`src/hdl/prl_pkg.sv`:
```
// Package for the positional record list: sizes, command kinds and the
// types shared by the cells, the group pickers and the top level.
// Depends on nothing.
package prl_pkg;

  localparam int CAPACITY   = 128;
  localparam int KEY_BITS   = 64;
  localparam int IDX_BITS   = $clog2(CAPACITY);
  localparam int COUNT_BITS = $clog2(CAPACITY + 1);

  // Cells are gathered in groups whose first hit is picked combinationally and registered.
  localparam int GROUP_SIZE     = 16;
  localparam int LOCAL_BITS     = $clog2(GROUP_SIZE);
  localparam int NUM_GROUPS     = (CAPACITY + GROUP_SIZE - 1) / GROUP_SIZE;
  localparam int GROUP_IDX_BITS = (NUM_GROUPS > 1) ? $clog2(NUM_GROUPS) : 1;

  localparam logic [2:0] KIND_APPEND    = 3'd0;
  localparam logic [2:0] KIND_INSERT    = 3'd1;
  localparam logic [2:0] KIND_REMOVE    = 3'd2;
  localparam logic [2:0] KIND_FIND_ID   = 3'd3;
  localparam logic [2:0] KIND_FIND_NAME = 3'd4;

  typedef logic [KEY_BITS-1:0] key_t;

  typedef struct packed {
    key_t id;
    key_t name;
  } record_t;

  typedef enum logic [1:0] {
    EDIT_NONE,
    EDIT_LOAD,
    EDIT_INSERT,
    EDIT_REMOVE
  } edit_t;

  // Broadcast from the top level to every cell.
  typedef struct packed {
    edit_t                 edit;
    logic [IDX_BITS-1:0]   target;
    logic                  search;
    logic                  by_name;
    logic [COUNT_BITS-1:0] count;
    record_t               rec;
  } cell_cmd_t;

  typedef struct packed {
    logic                  any;
    logic [LOCAL_BITS-1:0] slot;
    record_t               rec;
  } group_res_t;

endpackage

```
`src/hdl/prl_cell.sv`:
```
// One cell of the record chain: holds one record and its search hit bit.
// Depends on prl_pkg.
module prl_cell
  import prl_pkg::*;
(
  input  logic                clk,
  input  logic [IDX_BITS-1:0] index,
  input  cell_cmd_t           cmd,
  input  record_t             prev_rec,
  input  record_t             next_rec,
  output record_t             rec,
  output logic                hit
);

  logic in_use;

  assign in_use = COUNT_BITS'(index) < cmd.count;

  always_ff @(posedge clk) begin
    unique case (cmd.edit)
      EDIT_LOAD: begin
        if (index == cmd.target) rec <= cmd.rec;
      end
      EDIT_INSERT: begin
        if (index == cmd.target) rec <= cmd.rec;
        else if (index > cmd.target) rec <= prev_rec;
      end
      EDIT_REMOVE: begin
        if (index >= cmd.target) rec <= next_rec;
      end
      default: begin
      end
    endcase
    if (cmd.search) begin
      hit <= in_use && (cmd.by_name ? (rec.name == cmd.rec.name) : (rec.id == cmd.rec.id));
    end
  end

endmodule

```
`config.mk`:
```
export PLATFORM = sky130hd
export DESIGN_NAME = prl_cell
export DESIGN_NICKNAME = d
export VERILOG_FILES = /design/src/hdl/prl_pkg.sv /design/src/hdl/prl_cell.sv
export SDC_FILE = /design/constraint.sdc
export NUM_CORES = 1
export LEC_CHECK = 0
export BUFFER_PORTS_ARGS = -buffer_cell sky130_fd_sc_hd__buf_2
export CAP_MARGIN = 20
export CORE_AREA = 2 2 211 213
export CTS_CLUSTER_SIZE = 10
export DETAILED_ROUTE_END_ITERATION = 12
export DIE_AREA = 0 0 213 215
export HOLD_SLACK_MARGIN = 0.03
export SYNTH_ARGS = -nofsm -noshare
export SYNTH_HDL_FRONTEND = slang
export SYNTH_SLANG_ARGS = --single-unit
```
`constraint.sdc`:
```
create_clock -name clk -period 7.34 [get_ports clk]
set_input_delay 1.468 -clock clk [delete_from_list [all_inputs] [get_ports clk]]
set_output_delay 1.468 -clock clk [all_outputs]
set_load 0.02 [all_outputs]
```
==> flow_metrics.env <==
export IMPL_status="completed"
export IMPL_worst_slew_pin_slew_ps=883
export IMPL_drc=0
export IMPL_grt_pass1_wl_um=57700
export IMPL_die_w_um=213
export IMPL_cp_end_kind="flop"
export IMPL_max_cap_violations=0
export IMPL_syn_nets=1228
export IMPL_synthDistinctLibCells=30
export IMPL_grt_pass1_vias=9102
export IMPL_syn_area_mm2=0.00817
export IMPL_viasPerCell=5.01
export IMPL_grt_max_degree=129
export IMPL_yosysSeqAreaShare=0.474
export IMPL_switching_share=0.336
export IMPL_post_route_period_util=0.533
export IMPL_use_met1=0.214
export IMPL_critical_path_slowest_cell="buf_4"
export IMPL_nFillCells=4715
export IMPL_cp_arrival_ps=4220
export IMPL_crit_path_start_kind="input port"
export IMPL_num_vias=9541
export IMPL_ctsHoldBuffers=0
export IMPL_fmax_ghz=0.256
export IMPL_drt_iter0_markers=808
export IMPL_final_common_cell="buf_2"
export IMPL_final_max_slew_viol_count=0
export IMPL_die_area_mm2=0.0458
export IMPL_syn_area_per_cell_um2=10.2
export IMPL_netlist_instances=804
export IMPL_antenna_found_initial=6
export IMPL_area_delta_synth_final_pct=46.0
export IMPL_min_period_ps=3910
export IMPL_cp_top_family="simple AND/OR/NAND/NOR gates"
export IMPL_cts_setup_buffers=0
export IMPL_clkPwrFrac=0.325
export IMPL_start_util=0.187
export IMPL_p_sw_uw=815
export IMPL_cts_resized_gates=0
export IMPL_place_congestion=0.959
export IMPL_intPower_uw=1610
export IMPL_required_ps=7650
export IMPL_clockBufferDepth=2
export IMPL_synth_edff_count=129
export IMPL_synthArstFlopShare=0
export IMPL_ir_drop_mv=0.132
export IMPL_io_pins=540
export IMPL_stdcell_count=1906
export IMPL_slowest_delay_ps=740
export IMPL_busiest_layer="met2"
export IMPL_met3_usage=0.0475
export IMPL_fin_skew_ps=5.24
export IMPL_ant_nets=0
export IMPL_finalSetupViolCount=0
export IMPL_rsz0062_at_grt="no"
export IMPL_grt_overflow=0
export IMPL_die_y_um=215
export IMPL_cts_sinks=129
export IMPL_finalWirelength_um=41400
export IMPL_p_seq_frac=0.399
export IMPL_ys_seq_elements=129
export IMPL_drive_gt1_frac=0.440
export IMPL_path_clk_slew_ps=60
export IMPL_drt_pass1_iterations=5
export IMPL_cts_root_buffer="clkbuf_16"
export IMPL_nets=1723
export IMPL_path_max_fanout=67
export IMPL_seqCellArea_mm2=0.00387
export IMPL_post_route_util=0.273
export IMPL_cts_made_buffers=17
export IMPL_multi_input_area_mm2=0.00398
export IMPL_relSlewSlack=0.406
export IMPL_synth_main_ff_cell="edfxtp_1"
export IMPL_portBuffers=539
export IMPL_grt_usage=0.173
export IMPL_layout_common_cells="538 x buf_2, 256 x o22ai_1, 130 x a21oi_1"
export IMPL_post_drt_wl_per_cell_um=21.7
export IMPL_ys_warn_count=0
export IMPL_setup_tns_ps=0
export IMPL_core_mm2=0.0436
export IMPL_cts_tree="built"
export IMPL_num_rows=77
export IMPL_worstSkewPairLatency_ps=470
export IMPL_finalHoldViolations=0
export IMPL_fin_hold_ws_ps=988
export IMPL_path_cells="buf_2 > ha_1 > and4_1 > nand4_1 > nand2_4 > buf_4 > o22ai_1 > a21oi_1"
export IMPL_htreeDepth=4
export IMPL_hold_class="flop to flop"
export IMPL_comb_power_share=0.277
export IMPL_crit_type="input port to flop"
export IMPL_cellPowerDensity_mw_per_mm2=203
export IMPL_path_buf_inv=2
export IMPL_leakage_uw=0.00493
export IMPL_hpwl_um=32100
export IMPL_gr_usage_met2=0.279
export IMPL_dp_cells=1872
## registers in the layout, indices dropped and copies added, names as in the netlist
register and cells:
hit 1, rec 128
## power by group through the flow
stage	sequential [uW]	combinational (uW)	clock, uW
3_5_place_dp	982	671	0
2_1_floorplan	1070	237	0
6_report	968	672	788
3_3_place_gp	979	666	0
4_1_cts	967	673	812
5_1_grt	975	718	833
## cell type report
class	count	area share
clock inverters	11	0.00619
flip-flops and latches	129	0.325
well taps	592	0.0621
diodes	4	0.000839
repair buffers	546	0.232
clock buffers	19	0.0363
inverters	14	0.00461
multi-input cells	591	0.334
## kinds of logic after synthesis
family,after synthesis,share of synthesized area
AOI/OAI and AO/OA,396,0.285
xor gates and xnor gates,128,0.137
adders and majority gates,13,0.0199
buffers and inverters,84,0.0418
DFF,129,0.474
and+or+nand+nor,54,0.0420
## through the flow
step | instance area (um^2) | worst slack, ps | total power [uW]
6_report | 11900 | 3430 | 2430
3_3_place_gp | 11400 | 3090 | 1650
3_5_place_dp | 11400 | 3020 | 1650
2_1_floorplan | 8170 | 2780 | 1310
4_1_cts | 11900 | 3520 | 2450
5_1_grt | 11900 | 3240 | 2530
## layer usage
layer | share of wire | vias to the layer above
li1 | - | 4266
met1 | 0.40 | 4556
met2 | 0.47 | 636
met3 | 0.10 | 79
met4 | 0.032 | 4
met5 | 0.00065 | -
## worst min-delay path: stages, from the launching register on
cell and delay, ps:
edfxtp_1 360, xnor2_1 100, nand2_1 70, nor4_1 40, nand4_1 170, a2bb2oi_2 80
## final timing paths
path                               start  endpoint  slack, ps  cells past startpoint
worst min-delay path             rec[21]       hit        990                      5
worst max register to register  rec[101]       hit       4650                      6
worst min register to register   rec[21]       hit        990                      5
worst max-delay path            index[6]   rec[87]       3430                      8
## synthesized netlist by cell type, types with 2 or more instances
| master | count | share of area |
|---|---|---|
| xnor2_1 | 37 | 0.040 |
| o22ai_1 | 256 | 0.20 |
| nor2_1 | 3 | 0.0014 |
| a21oi_1 | 130 | 0.080 |
| nand4_1 | 15 | 0.011 |
| o21ai_0 | 2 | 0.0012 |
| ha_1 | 13 | 0.020 |
| nand2_1 | 4 | 0.0018 |
| buf_4 | 2 | 0.0018 |
| o21ai_1 | 2 | 0.0012 |
| buf_1 | 3 | 0.0014 |
| clkbuf_1 | 50 | 0.023 |
| xor2_1 | 91 | 0.098 |
| buf_2 | 15 | 0.0092 |
| inv_1 | 13 | 0.0060 |
| a21o_1 | 2 | 0.0018 |
| nor4_1 | 25 | 0.019 |
| edfxtp_1 | 129 | 0.47 |
No activity file was read; power rests on OpenSTA's default activity.
